===== config.mk =====
export PLATFORM = sky130hd
export DESIGN_NAME = deadbeef_random_with_modulo_top
export DESIGN_NICKNAME = d
export VERILOG_FILES = /design/src/rtl/core/drnd_pkg.sv /design/src/rtl/core/deadbeef_random_with_modulo_top.sv
export SDC_FILE = /design/constraint.sdc
export NUM_CORES = 1
export LEC_CHECK = 0
export ABC_AREA = 1
export BUFFER_PORTS_ARGS = -buffer_cell sky130_fd_sc_hd__buf_2
export CORE_AREA = 3 3 169 171
export CTS_CLUSTER_SIZE = 40
export DETAILED_ROUTE_END_ITERATION = 10
export DIE_AREA = 0 0 172 174
export GPL_ROUTABILITY_DRIVEN = 0
export SYNTH_ARGS = -nofsm -noshare
export SYNTH_HDL_FRONTEND = slang
export SYNTH_SLANG_ARGS = --single-unit

===== constraint.sdc =====
create_clock -name clk -period 2.85 [get_ports clk]
set_clock_uncertainty 0.15 [all_clocks]
set_input_delay 0.285 -clock clk [delete_from_list [all_inputs] [get_ports clk]]
set_output_delay 0.285 -clock clk [all_outputs]
set_load 0.005 [all_outputs]

===== src/rtl/core/drnd_pkg.sv =====
// drnd_pkg: types, constants and the word mixing function of the deadbeef generator
// depends on nothing; imported by deadbeef_random_with_modulo_top
package drnd_pkg;

  localparam int unsigned RangeW = 31;
  localparam int unsigned TrashW = 8;
  localparam int unsigned WordW  = 32;
  localparam int unsigned CntW   = 5;

  localparam logic [WordW-1:0] SeedReset = 32'hbeefcafe;
  localparam logic [WordW-1:0] BeefReset = 32'hdeadbeef;
  localparam logic [CntW-1:0]  DivLast   = CntW'(RangeW - 1);

  localparam logic ActDraw = 1'b0;
  localparam logic ActStir = 1'b1;

  typedef struct packed {
    logic              action;
    logic [RangeW-1:0] range;
    logic [TrashW-1:0] trash;
  } drnd_in_t;

  typedef struct packed {
    logic [RangeW-1:0] value;
    logic              range_error;
  } drnd_out_t;

  typedef enum logic [1:0] {
    ST_IDLE,
    ST_DIV,
    ST_FIN
  } drnd_state_t;

  // (w << 7) xor ((w >> 25) + add), all modulo 2^32
  function automatic logic [WordW-1:0] mix_word(input logic [WordW-1:0] w,
                                                input logic [WordW-1:0] add);
    logic [WordW-1:0] hi;
    hi = {25'd0, w[WordW-1:25]} + add;
    return {w[WordW-8:0], 7'd0} ^ hi;
  endfunction

endpackage


===== src/rtl/core/deadbeef_random_with_modulo_top.sv =====
// deadbeef_random_with_modulo_top: deadbeef pseudo-random generator with a bit-serial modulo
// depends on drnd_pkg (types, reset constants, mix_word)
//
// usage
//   input channel  (in_valid / in_stall / in_data): one beat is either a draw
//   (action = 0) carrying a range, or a stir (action = 1) carrying a trash byte
//   output channel (out_valid / out_stall / out_data): one beat per draw, holding
//   value = (low 31 bits of the new seed) mod range, and range_error
//   a stir is absorbed in its accept cycle and gives no output beat
// timing
//   a draw runs through the accept cycle (both words are mixed there), then
//   a restoring remainder loop (ST_DIV), one step per dividend bit, that brings in one dividend bit per
//   cycle through a single 32-bit compare and subtract, and then ST_FIN, which loads
//   the output register; in_stall is high in ST_DIV and ST_FIN after acceptance
//   a stir completes in its accept cycle, so stirs can arrive back to back
// reset
//   rst_n low (synchronous) loads seed 0xbeefcafe and beef 0xdeadbeef and empties
//   the output register
// backpressure
//   the output register holds a finished beat while out_stall is high; the next
//   item is still taken, and a following draw waits in its final cycle until the
//   output register is free
// a zero range gives value 0 with range_error set; seed and beef still advance
module deadbeef_random_with_modulo_top (
  input  logic               clk,
  input  logic               rst_n,
  input  logic               in_valid,
  output logic               in_stall,
  input  drnd_pkg::drnd_in_t in_data,
  output logic               out_valid,
  input  logic               out_stall,
  output drnd_pkg::drnd_out_t out_data
);
  import drnd_pkg::*;

  // control state
  drnd_state_t       state_r, state_nxt;
  logic [CntW-1:0]   cnt_r, cnt_nxt;
  logic              out_valid_r, out_valid_nxt;

  // generator words
  logic [WordW-1:0]  seed_r, seed_nxt;
  logic [WordW-1:0]  beef_r, beef_nxt;

  // remainder datapath
  logic [RangeW-1:0] range_r, range_nxt;
  logic [RangeW-1:0] dvd_r, dvd_nxt;
  logic [RangeW-1:0] rem_r, rem_nxt;
  drnd_out_t         out_data_r, out_data_nxt;

  logic              in_acc;
  logic              draw_acc;
  logic              stir_acc;
  logic              out_free;
  logic              load_out;
  logic [WordW-1:0]  seed_mixed;
  logic [WordW-1:0]  trial;
  logic [WordW-1:0]  diff;
  logic              fits;

  assign in_acc   = in_valid && !in_stall;
  assign draw_acc = in_acc && (in_data.action == ActDraw);
  assign stir_acc = in_acc && (in_data.action == ActStir);
  assign out_free = !out_valid_r || !out_stall;

  // next state
  always_comb begin
    state_nxt = state_r;
    case (state_r)
      ST_IDLE: begin
        if (draw_acc) begin
          state_nxt = ST_DIV;
        end
      end
      ST_DIV: begin
        if (cnt_r == DivLast) begin
          state_nxt = ST_FIN;
        end
      end
      ST_FIN: begin
        if (out_free) begin
          state_nxt = ST_IDLE;
        end
      end
      default: state_nxt = ST_IDLE;
    endcase
  end

  // state decoded controls
  always_comb begin
    in_stall = 1'b1;
    load_out = 1'b0;
    case (state_r)
      ST_IDLE: in_stall = 1'b0;
      ST_DIV:  in_stall = 1'b1;
      ST_FIN:  load_out = out_free;
      default: in_stall = 1'b1;
    endcase
  end

  // one remainder step: shift in the next dividend bit, subtract if it fits
  assign trial = {rem_r, dvd_r[RangeW-1]};
  assign diff  = trial - {1'b0, range_r};
  assign fits  = trial >= {1'b0, range_r};

  assign seed_mixed = mix_word(seed_r, beef_r);

  // datapath next values
  always_comb begin
    seed_nxt      = seed_r;
    beef_nxt      = beef_r;
    range_nxt     = range_r;
    dvd_nxt       = dvd_r;
    rem_nxt       = rem_r;
    cnt_nxt       = cnt_r;
    out_data_nxt  = out_data_r;
    out_valid_nxt = out_valid_r;

    if (out_valid_r && !out_stall) begin
      out_valid_nxt = 1'b0;
    end

    if (stir_acc) begin
      seed_nxt = seed_r ^ (WordW'(1) << in_data.trash[CntW-1:0]);
    end

    if (draw_acc) begin
      // new seed goes straight into the dividend; beef advances now
      seed_nxt  = seed_mixed;
      beef_nxt  = mix_word(beef_r, BeefReset);
      range_nxt = in_data.range;
      dvd_nxt   = seed_mixed[RangeW-1:0];
      rem_nxt   = '0;
      cnt_nxt   = '0;
    end

    if (state_r == ST_DIV) begin
      rem_nxt = fits ? diff[RangeW-1:0] : trial[RangeW-1:0];
      dvd_nxt = {dvd_r[RangeW-2:0], 1'b0};
      cnt_nxt = cnt_r + CntW'(1);
    end

    if (load_out) begin
      out_valid_nxt            = 1'b1;
      out_data_nxt.range_error = (range_r == '0);
      out_data_nxt.value       = (range_r == '0) ? '0 : rem_r;
    end
  end

  always_ff @(posedge clk) begin
    if (!rst_n) begin
      state_r     <= ST_IDLE;
      cnt_r       <= '0;
      out_valid_r <= 1'b0;
      seed_r      <= SeedReset;
      beef_r      <= BeefReset;
    end else begin
      state_r     <= state_nxt;
      cnt_r       <= cnt_nxt;
      out_valid_r <= out_valid_nxt;
      seed_r      <= seed_nxt;
      beef_r      <= beef_nxt;
    end
  end

  // payload registers, no reset
  always_ff @(posedge clk) begin
    range_r    <= range_nxt;
    dvd_r      <= dvd_nxt;
    rem_r      <= rem_nxt;
    out_data_r <= out_data_nxt;
  end

  assign out_valid = out_valid_r;
  assign out_data  = out_data_r;

  // an accepted draw always starts the remainder loop from step zero
  a_draw_starts: assert property (@(posedge clk) disable iff (!rst_n)
    draw_acc |=> (state_r == ST_DIV) && (cnt_r == '0))
    else $error("draw did not start the remainder loop");

  // after the last step the partial remainder is below a nonzero range
  a_rem_below: assert property (@(posedge clk) disable iff (!rst_n)
    (state_r == ST_FIN) && (range_r != '0) |-> (rem_r < range_r))
    else $error("remainder not reduced below range");

  // a new output beat only comes out of the final cycle of a draw
  a_out_from_fin: assert property (@(posedge clk) disable iff (!rst_n)
    $rose(out_valid_r) |-> ($past(state_r) == ST_FIN))
    else $error("output beat without a finished draw");

  // a flagged beat carries a zero value
  a_err_zero: assert property (@(posedge clk) disable iff (!rst_n)
    out_valid_r && out_data_r.range_error |-> (out_data_r.value == '0))
    else $error("range error with nonzero value");

endmodule

Yosys cells after proc, flatten, opt, wreduce, memory -nomap -nowiden --
Cells that the tools add are included.
Operators by class: add/subtract/negate cells 4, $lt $le $gt $ge 1, eq/ne operators 6, shifts and indexed selects 1, multiplexer cells 17, bitwise logic cells 4, reduce and logical (&&, ||, !) cells 13
Operator list (count):
- 31-bit two-way mux | 5
- 32-bit bitwise XOR | 3
- 32-bit two-way mux | 2
- 7-bit by 32-bit adder with 32-bit output | 1
- 8-bit by 31-bit adder with 32-bit output (second input constant) | 1
- 32-bit by 31-bit greater-or-equal comparator with 1-bit output | 1
- 1-bit by 5-bit << shifter with 32-bit output (first input constant) | 1
- 31-bit zero test | 1
- 31-bit subtractor | 1
- 5-bit two-way mux | 2
- 2-bit two-way mux | 3
- 2-bit inequality test (second input constant) | 3
- 2-bit case mux with 3 select lines | 1
- 2-bit nonzero test | 3
- 5-bit by 1-bit adder with 5-bit output (second input constant) | 1
- 5-bit == test (second input constant) | 1
- 1-bit logical AND | 4
- 1-bit two-way mux | 4
- 3-bit AND reduction | 1
- 2-bit by 1-bit == test with 1-bit output (second input constant) | 1
- 2-bit == test (second input constant) | 1
- 1-bit zero test | 2
- 2-bit zero test | 1
- 1-bit logical OR | 1
- 1-bit inverter | 1
Word-level totals: register bits after elaboration 197, input port bits 44, output and inout bits 34, word-level logic and storage cells 57

Depth between registers and ports, before layout --
Gate-level depths: netlist of the first run.
word-level depth 5, depth in mapped cells 14, gate-level depth less buffers 14

Worst setup path after synthesis of the first run --
No wires, ideal clock.
path type reg2reg, start point register state_r[1], end point register dvd_r[10], enable pin, arrival 2380 ps, slack -102 ps, stages on the path, launching flop included 7, buffers on the path 1, path through dfxtp_1 -> nor2_1 -> nand2_1 -> nor2_2 -> inv_2 -> buf_2 -> nand2_1
Between the ends: cells in the longest elaborated chain, start to end 4
Ends and longest elaborated chain:
- from (decl) | RTL line deadbeef_random_with_modulo_top.sv:37 | drnd_state_t state_r, state_nxt;
- from (signal assigned) | RTL line deadbeef_random_with_modulo_top.sv:158 | state_r <= state_nxt;
- 2-bit zero test | RTL line deadbeef_random_with_modulo_top.sv:93 | case (state_r)
- 1-bit logical AND | RTL line deadbeef_random_with_modulo_top.sv:61 | assign in_acc = in_valid && !in_stall;
- 1-bit logical AND | RTL line deadbeef_random_with_modulo_top.sv:62 | assign draw_acc = in_acc && (in_data.action == ActDraw);
- 2-bit nonzero test (no source line) *
- to (signal assigned) | RTL line deadbeef_random_with_modulo_top.sv:169 | dvd_r <= dvd_nxt;
- to (decl) | RTL line deadbeef_random_with_modulo_top.sv:47 | logic [RangeW-1:0] dvd_r, dvd_nxt;
Mark *: on every way between the ends. The rest lies on a longest branch, timed or not. A chain may end at the register's enable or synchronous reset.

Final worst setup path of the first run --
start point register range_r[0], end point register rem_r[19] (data pin)
Between the ends: cells in the longest elaborated chain, start to end 3
Ends and longest elaborated chain:
- from (decl) | RTL line deadbeef_random_with_modulo_top.sv:46 | logic [RangeW-1:0] range_r, range_nxt;
- from (signal assigned) | RTL line deadbeef_random_with_modulo_top.sv:168 | range_r <= range_nxt;
- 31-bit subtractor or 32-bit by 31-bit greater-or-equal comparator with 1-bit output (tied branches) | RTL line deadbeef_random_with_modulo_top.sv:103, deadbeef_random_with_modulo_top.sv:104
- 31-bit two-way mux * | RTL line deadbeef_random_with_modulo_top.sv:138 | rem_nxt = fits ? diff[RangeW-1:0] : trial[RangeW-1:0];
- 31-bit two-way mux * | RTL line deadbeef_random_with_modulo_top.sv:137 | if (state_r == ST_DIV) begin
- to (signal assigned) | RTL line deadbeef_random_with_modulo_top.sv:170 | rem_r <= rem_nxt;
- to (decl) | RTL line deadbeef_random_with_modulo_top.sv:48 | logic [RangeW-1:0] rem_r, rem_nxt;
Marked as above.

==> impl_metrics.json, run 1 <==
{
  "ir_worst_vdd_mv": 0.451,
  "slowest_stage": "fa_1",
  "grt_pass1_wl_microns": 49300,
  "status": "completed",
  "synth_fp_nets": 1599,
  "vias": 10100,
  "rsz0062_at_grt": "false",
  "crit_type": "register to register",
  "row_count": 60,
  "finish.utilization_pct": 49.4,
  "final-setup-viol-count": 0,
  "root_buffer": "clkbuf_16",
  "p_per_area_nw_per_um2": 563,
  "htree_num_levels": 4,
  "start_kind": "register",
  "clkLatencyLatePin_ns": 0.44,
  "cts.sinks": 197,
  "syn_avg_cell_area_sq_um": 7.71,
  "fin_crit_sh_pct": 92.6,
  "finalMaxSlewViolations": 0,
  "overflow": 0,
  "path_common_cell": "nand2_1",
  "routed_wl_microns": 31000,
  "synth.distinct_cells": 45,
  "post_cts_buffers": 0,
  "firstDrtPassIters": 5,
  "drive_above_1_share_pct": 10.0,
  "core_sq_um": 27000,
  "io_buffer_count": 74,
  "viasPerCell": 5.16,
  "grt_pass1_vias": 9473,
  "start_util_pct": 43.1,
  "grt_max_degree": 81,
  "crit_arrival_ns": 2.67,
  "critPathMaxFanout": 18,
  "groute.usage.overall_pct": 20.8,
  "finalHoldViolCount": 0,
  "final_area_sq_um": 13300,
  "yosys.area.top_type": "edfxtp_1",
  "fin_crit_ns": 2.64,
  "cp_cell_sequence": "ha_1 > fa_1 > o21ai_2 > nand2_1 > nand2_2 > nand2_1 > nand2_1 > nand2_2 > nand3_4 > inv_4 > a21oi_2 > nor2_1",
  "synth.yosys.seq_area_share_pct": 44.5,
  "yosysWarnings": 0,
  "critPathTopFamily": "adder cells",
  "dp_hpwl_microns": 22700,
  "clkTransAtPathRegs_ns": 0.07,
  "placedCellCount": 1889,
  "antenna_left": 0,
  "cp-end-kind": "register",
  "place_area_sq_um": 12400,
  "rrSetupSlack_ns": 0.21,
  "cts_tree": "yes",
  "fp.dieH_microns": 174,
  "worst_slew_pin_slew_ns": 1.06,
  "area_growth_pct": 14.5,
  "antenna_found_initial": 0,
  "hold_path_class": "input port to register",
  "synth_area_sq_um": 11700,
  "power_leakage_nw": 5.93,
  "synth_top_area_share_pct": 32.0,
  "die_area_sq_um": 29900,
  "io_pins": 78,
  "cp.required_ns": 2.88,
  "synth_cells": 1511,
  "wire_per_inst_microns": 15.9,
  "fp.dieW_microns": 172,
  "clockBufferDepth": 2,
  "fmax_mhz": 379,
  "path_buf_inv": 1,
  "maxCapViolCount": 0,
  "instances_no_fill": 1953,
  "drc_errors": 0,
  "tns_ns": 0,
  "ys_ff_latch": 197,
  "slew-limit-headroom_pct": 29.2,
  "numCtsBuffers": 17,
  "nets": 1687,
  "drtIter0Drc": 555,
  "synth_area_leaders": "edfxtp_1, dfxtp_1, nand2_1, inv_1, a21oi_1",
  "diodes": 0,
  "critPathMaxStageDelay_ns": 0.43
}
[power breakdown]
part           internal (mW)  switching (mW)
Clock                   1.48            1.07
Combinational          0.563           0.969
Sequential              3.25           0.185
[cells in the mapped netlist, drive strengths merged]
master	number
xnor2	23
a21oi	135
nor2	167
nand3	77
a211oi	2
o21ai	114
nand4	25
xor2	37
inv	180
or2	9
and2	2
buf	21
a21o	12
nor3b	3
o21bai	5
dfxtp	73
clkinv	3
nand2	379
a31oi	8
o31ai	3
fa	2
nand2b	1
o21a	1
edfxtp	124
nor4	9
nor3	19
and3	2
ha	42
clkbuf	32
o211ai	1
[what timing repair did]
action,CTS,global route
hold buffers,32,0
setup endpoints to repair,0,30
hold endpoints to repair,32,0
resized for setup,0,2
[routing by layer]
| metal | share of wire (%) | vias up | track usage [%] |
|---|---|---|---|
| met4 | 2.9 | 0 | 7.05 |
| met2 | 50 | 246 | 37.1 |
| li1 | - | 5157 | - |
| met1 | 43 | 4613 | 25.7 |
| met5 | 0 | - | 0 |
| met3 | 4.1 | 54 | 2.82 |
[kinds of logic (layout without fill, tap and decap cells)]
group                      after synthesis  count (layout)  synth area share [%]
AOI/OAI and AO/OA                      281             281                  13.1
xor gates and xnor gates                60              60                  4.51
adders and majority gates               44              44                  4.85
buffers and inverters                  236             337                  8.08
DFF                                    197             197                  44.5
and+or+nand+nor                        693             693                  25.0
[state kept, by name, indices dropped and copies added, names as in the netlist]
| name | count |
|---|---|
| seed_r | 32 |
| rem_r | 31 |
| dvd_r | 31 |
| out_valid | 1 |
| out_data | 32 |
| range_r | 31 |
| state_r | 2 |
| beef_r | 32 |
| cnt_r | 5 |
[cell usage in the layout (no fill, tap or decap), drive strengths merged, types with 42 or more instances in the layout]
cell type  instances
dfxtp             73
nand3             77
o21ai            114
ha                42
buf               90
inv              183
edfxtp           124
a21oi            135
nand2            379
nor2             167
[stage by stage]
| stage | power, mW | worst slack, ns | hold slack [ns] |
|---|---|---|---|
| 6_report | 7.52 | 0.211 | 0.105 |
| 3_3_place_gp | 4.95 | 0.154 | 0.305 |
| 4_1_cts | 7.55 | 0.111 | 0.0899 |
| 2_1_floorplan | 4.57 | 0.396 | 0.234 |
| 5_1_grt | 7.89 | 0.00929 | 0.125 |
| 3_5_place_dp | 4.98 | 0.133 | 0.310 |
[final cells by class]
type / count / area [sq um]
Tap cell: 341 / 427
Timing Repair Buffer: 122 / 873
Multi-Input combinational cell: 1078 / 5560
Inverter: 183 / 689
Clock inverter: 11 / 174
Clock buffer: 21 / 440
Sequential cell: 197 / 5180
Fill cell: 2627 / 13700
[worst register-to-register path, cell delays in order (launching register included)]
cell      delay [ns]
edfxtp_1        0.42
ha_1            0.25
fa_1            0.43
o21ai_2         0.21
nand2_1         0.10
nand2_2         0.08
nand2_1         0.06
nand2_1         0.10
nand2_2         0.07
nand3_4         0.13
inv_4           0.14
a21oi_2         0.17
nor2_1          0.06
[worst paths after layout]
kind                    start        end  cells after the start
setup / recovery   range_r[0]  rem_r[19]                     12
hold / removal    in_data[39]  seed_r[1]                      3
setup reg to reg   range_r[0]  rem_r[19]                     12
hold reg to reg      cnt_r[4]   cnt_r[4]                      1
Power figures use the tool's default switching activity.
==> run 2, diff against run 1 <==
==> constraint.sdc (replaced) <==
create_clock -name clk -period 2.85 [get_ports clk]
set_clock_uncertainty 0.15 [all_clocks]
set_input_delay 0 -clock clk [delete_from_list [all_inputs] [get_ports clk]]
set_output_delay 0 -clock clk [all_outputs]
set_load 0.005 [all_outputs]
==> impl_metrics.json, run 2 (same netlist as run 1, synthesis figures left out) <==
{
  "nets": 1692,
  "antenna_found_initial": 0,
  "clockBufferDepth": 2,
  "final-setup-viol-count": 0,
  "place_area_sq_um": 12400,
  "layout_common_cells": "nand2_1, inv_1, nor2_1, edfxtp_1, a21oi_1",
  "n_fill_cell": 2636,
  "ir_worst_vdd_mv": 0.333,
  "dp_hpwl_microns": 22700,
  "multiInputGateArea_sq_um": 5560,
  "row_count": 60,
  "root_buffer": "clkbuf_16",
  "area_growth_pct": 15.0,
  "drc_errors": 0,
  "clkTransAtPathRegs_ns": 0.08,
  "grt_pass1_wl_microns": 50300,
  "hold_path_class": "input port to register",
  "io_pins": 78,
  "worst_slew_pin_slew_ns": 1.07,
  "maxCapViolCount": 0,
  "slew-limit-headroom_pct": 28.4,
  "clkLatencyLatePin_ns": 0.44,
  "status": "completed",
  "htree_num_levels": 4,
  "tns_ns": 0,
  "firstDrtPassIters": 6,
  "vias": 10200,
  "viasPerCell": 5.22,
  "cp.required_ns": 2.88,
  "fmax_mhz": 370,
  "p_per_area_nw_per_um2": 558,
  "fp.dieW_microns": 172,
  "numCtsBuffers": 17,
  "finalMaxSlewViolations": 0,
  "cts_tree": "yes",
  "grt_max_degree": 81,
  "grt_pass1_vias": 9734,
  "fp.dieH_microns": 174,
  "crit_type": "register to register",
  "drtIter0Drc": 872,
  "groute.usage.overall_pct": 21.2,
  "final_area_sq_um": 13400,
  "total_power_mw": 7.48,
  "overflow": 0,
  "finalHoldViolCount": 0,
  "cp-end-kind": "register",
  "fin_crit_ns": 2.71,
  "diodes": 0,
  "die_area_sq_um": 29900,
  "routed_wl_microns": 31600,
  "io_buffer_count": 74,
  "fin_crit_sh_pct": 94.9,
  "start_util_pct": 43.1,
  "critPathMaxFanout": 18,
  "cts.sinks": 197,
  "start_kind": "register",
  "drive_above_1_share_pct": 10.3,
  "crit_arrival_ns": 2.74,
  "regArea_sq_um": 5180,
  "core_sq_um": 27000,
  "wire_per_inst_microns": 16.1,
  "final_common_cell": "nand2_1",
  "post_cts_buffers": 0,
  "power_leakage_nw": 5.96,
  "finish.utilization_pct": 49.6,
  "antenna_left": 0
}
-- run 2: cell type report --
class                   instances  share of cell area, %
multi-input cells            1078                   41.5
flip-flops and latches        197                   38.7
clock inverters                15                   1.37
well taps                     341                   3.18
repair buffers                127                   6.95
inverters                     183                   5.15
clock buffers                  17                   3.18
-- run 2: power by group --
| part | total, mW | internal, mW | switching, mW |
|---|---|---|---|
| clock | 2.50 | 1.21 | 1.29 |
| combinational | 1.55 | 0.567 | 0.979 |
| sequential | 3.43 | 3.25 | 0.183 |
-- run 2: timing repair --
item,CTS,global route
endpoints found under the hold margin,55,0
endpoints found under the setup margin,0,14
hold buffers,38,0
resized for setup,0,2
-- run 2: per-stage QoR --
step                setup slack, ns  std cells  hold slack (ns)
finish                        0.144       1958           0.0358
global route               -0.00348       1958           0.0911
floorplan                     0.396       1511          -0.0511
detailed placement            0.173       1887           0.0286
global placement              0.160       1887           0.0279
CTS                           0.134       1957          0.00811
-- run 2: worst paths after layout --
path,slack (ns),cells after the start,end,start
max,0.14,12,rem_r[19],range_r[0]
min,0.04,8,seed_r[18],in_data[0]
max reg2reg,0.14,12,rem_r[19],range_r[0]
min reg2reg,0.32,1,cnt_r[4],cnt_r[4]
-- run 2: critical path: stages (launching register included) --
cell and delay [ns]:
edfxtp_1 0.41, ha_1 0.24, fa_1 0.42, o21ai_2 0.23, nand2_1 0.10, nand2_2 0.12
nand2_1 0.06, nand2_1 0.10, nand2_2 0.07, nand3_4 0.13, inv_4 0.14, a21oi_2 0.20
nor2_1 0.06
-- run 2: routing by layer --
layer	global-route usage, %	part of all wire (%)
met1	26.7	43
met4	8.05	3.4
met3	2.82	4.4
met5	0	0
met2	36.7	49
==> run 3, diff against run 2 <==
- CELL_PAD_IN_SITES_DETAIL_PLACEMENT: not set -> 0
- CELL_PAD_IN_SITES_GLOBAL_PLACEMENT: not set -> 1
- CORE_AREA: 3 3 169 171 -> 2 2 172 174
- DIE_AREA: 0 0 172 174 -> 0 0 174 176
- PLACE_DENSITY_LB_ADDON: not set -> 0.1
==> impl_metrics.json, run 3 (same netlist as run 1, synthesis figures left out) <==
{
  "cts.sinks": 197,
  "drtIter0Drc": 582,
  "io_pins": 78,
  "ir_worst_vdd_mv": 0.457,
  "placedCellCount": 1931,
  "crit_arrival_ns": 2.68,
  "cp-end-kind": "register",
  "start_kind": "register",
  "final_area_sq_um": 13500,
  "place_area_sq_um": 12500,
  "cp.required_ns": 2.90,
  "fp.dieW_microns": 174,
  "clkLatencyLatePin_ns": 0.46,
  "n_fill_cell": 2919,
  "maxCapViolCount": 0,
  "slew-limit-headroom_pct": 23.5,
  "critPathMaxStageDelay_ns": 0.41,
  "routed_wl_microns": 33300,
  "nets": 1694,
  "clockBufferDepth": 2,
  "row_count": 62,
  "groute.usage.overall_pct": 22.1,
  "numCtsBuffers": 17,
  "finalMaxSlewViolations": 0,
  "tns_ns": 0,
  "diodes": 0,
  "root_buffer": "clkbuf_16",
  "firstDrtPassIters": 5,
  "rrSetupSlack_ns": 0.22,
  "grt_pass1_wl_microns": 51900,
  "slowest_stage": "fa_1",
  "hold_path_end": "seed_r[0]",
  "fmax_mhz": 380,
  "fp.dieH_microns": 176,
  "final_common_cell": "nand2_1",
  "hold_path_class": "input port to register",
  "cts_tree": "yes",
  "cts_resized": 0,
  "hp-start": "in_valid",
  "r2r_start": "seed_r[25]",
  "final-setup-viol-count": 0,
  "overflow": 0,
  "hold_depth": 5,
  "wire_per_inst_microns": 16.6,
  "antenna_found_initial": 0,
  "worst_slew_pin_slew_ns": 1.15,
  "drc_errors": 0,
  "p_per_area_nw_per_um2": 557,
  "viasPerCell": 5.04,
  "power_leakage_nw": 5.98,
  "start_util_pct": 40.8,
  "fin_crit_ns": 2.63,
  "htree_num_levels": 4,
  "grt_pass1_vias": 9547,
  "drive_above_1_share_pct": 10.2,
  "grt_max_degree": 82,
  "finalHoldViolCount": 0,
  "antenna_left": 0,
  "instances_no_fill": 2003,
  "clkTransAtPathRegs_ns": 0.08,
  "core_sq_um": 28500,
  "path_common_cell": "nand2_1",
  "area_growth_pct": 15.7,
  "io_buffer_count": 74,
  "critPathMaxFanout": 6,
  "finish.utilization_pct": 47.2,
  "die_area_sq_um": 30600,
  "worstRegToRegCells": 12,
  "vias": 10100,
  "dp_hpwl_microns": 24500,
  "cp_cell_sequence": "ha_1 > fa_1 > nand2_1 > nand2_1 > nand3_1 > nand2_1 > nand2_1 > nand2_1 > nand2_1 > a21oi_1 > o21ai_1 > nand2_1",
  "layout_common_cells": "nand2_1, inv_1, nor2_1, a21oi_1, edfxtp_1",
  "fin_crit_sh_pct": 92.2,
  "crit_type": "register to register",
  "status": "completed",
  "timing.rr.end": "dvd_r[18]"
}
-- run 3: cell count changes in the layout (fill, tap and decap cells not counted), sizes merged --
cell         before  now
clkinv            8    6
inv             190  188
clkbuf           18   19
dlygate4sd3      38   39
clkinvlp          0    1
bufinv            0    1
buf              88   90
-- run 3: layout make-up --
cell class | count | area [sq um] | share of cell area, %
clock buffer | 19 | 455 | 3.38
clock inverter | 13 | 156 | 1.16
inverter | 183 | 689 | 5.11
multi-input combinational | 1078 | 5550 | 41.2
sequential | 197 | 5180 | 38.4
tap | 384 | 480 | 3.56
timing repair buffer | 129 | 968 | 7.18
-- run 3: how the worst max path moves through the flow --
| stage | to | startpoint | cells past startpoint |
|---|---|---|---|
| floorplan | rem_r[24] | range_r[0] | 13 |
| global placement | rem_r[26] | range_r[0] | 13 |
| detailed placement | rem_r[27] | range_r[0] | 13 |
| CTS | rem_r[7] | range_r[0] | 13 |
| global route | rem_r[30] | range_r[0] | 13 |
| finish | dvd_r[18] | seed_r[25] | 12 |
-- run 3: timing repair --
item                                    in CTS  in global routing
buffers inserted                             0                  1
endpoints found under the setup margin       0                  4
hold buffers                                39                  0
hold endpoints to repair                    57                  0
-- run 3: layer usage --
| metal | vias up | track usage, % | wire, microns |
|---|---|---|---|
| met4 | 0 | 8.23 | 847 |
| li1 | 5194 | - | - |
| met2 | 170 | 39.3 | 16600 |
| met5 | - | 0 | 0 |
| met1 | 4688 | 27.3 | 14800 |
| met3 | 43 | 3.04 | 1070 |
-- run 3: power by group --
part	internal [mW]	switching, mW	total (mW)
registers	3.25	0.184	3.44
clock network	1.31	1.21	2.52
logic	0.571	0.984	1.55
-- run 3: metrics by stage --
stage / worst slack, ns / power (mW) / hold WS [ns]
global placement: 0.221 / 5.00 / 0.0275
global route: -0.00172 / 7.92 / 0.0841
floorplan: 0.396 / 4.57 / -0.0511
detailed placement: 0.194 / 5.01 / 0.0281
CTS: 0.178 / 7.59 / 0.0708
finish: 0.221 / 7.51 / 0.0890
-- run 3: worst max-delay path: cells and delay by family, from the launching register on --
family	cells	cell delay, ns
flops	1	0.37
simple gates	8	0.94
compound gates	2	0.23
fa+ha+maj	2	0.66
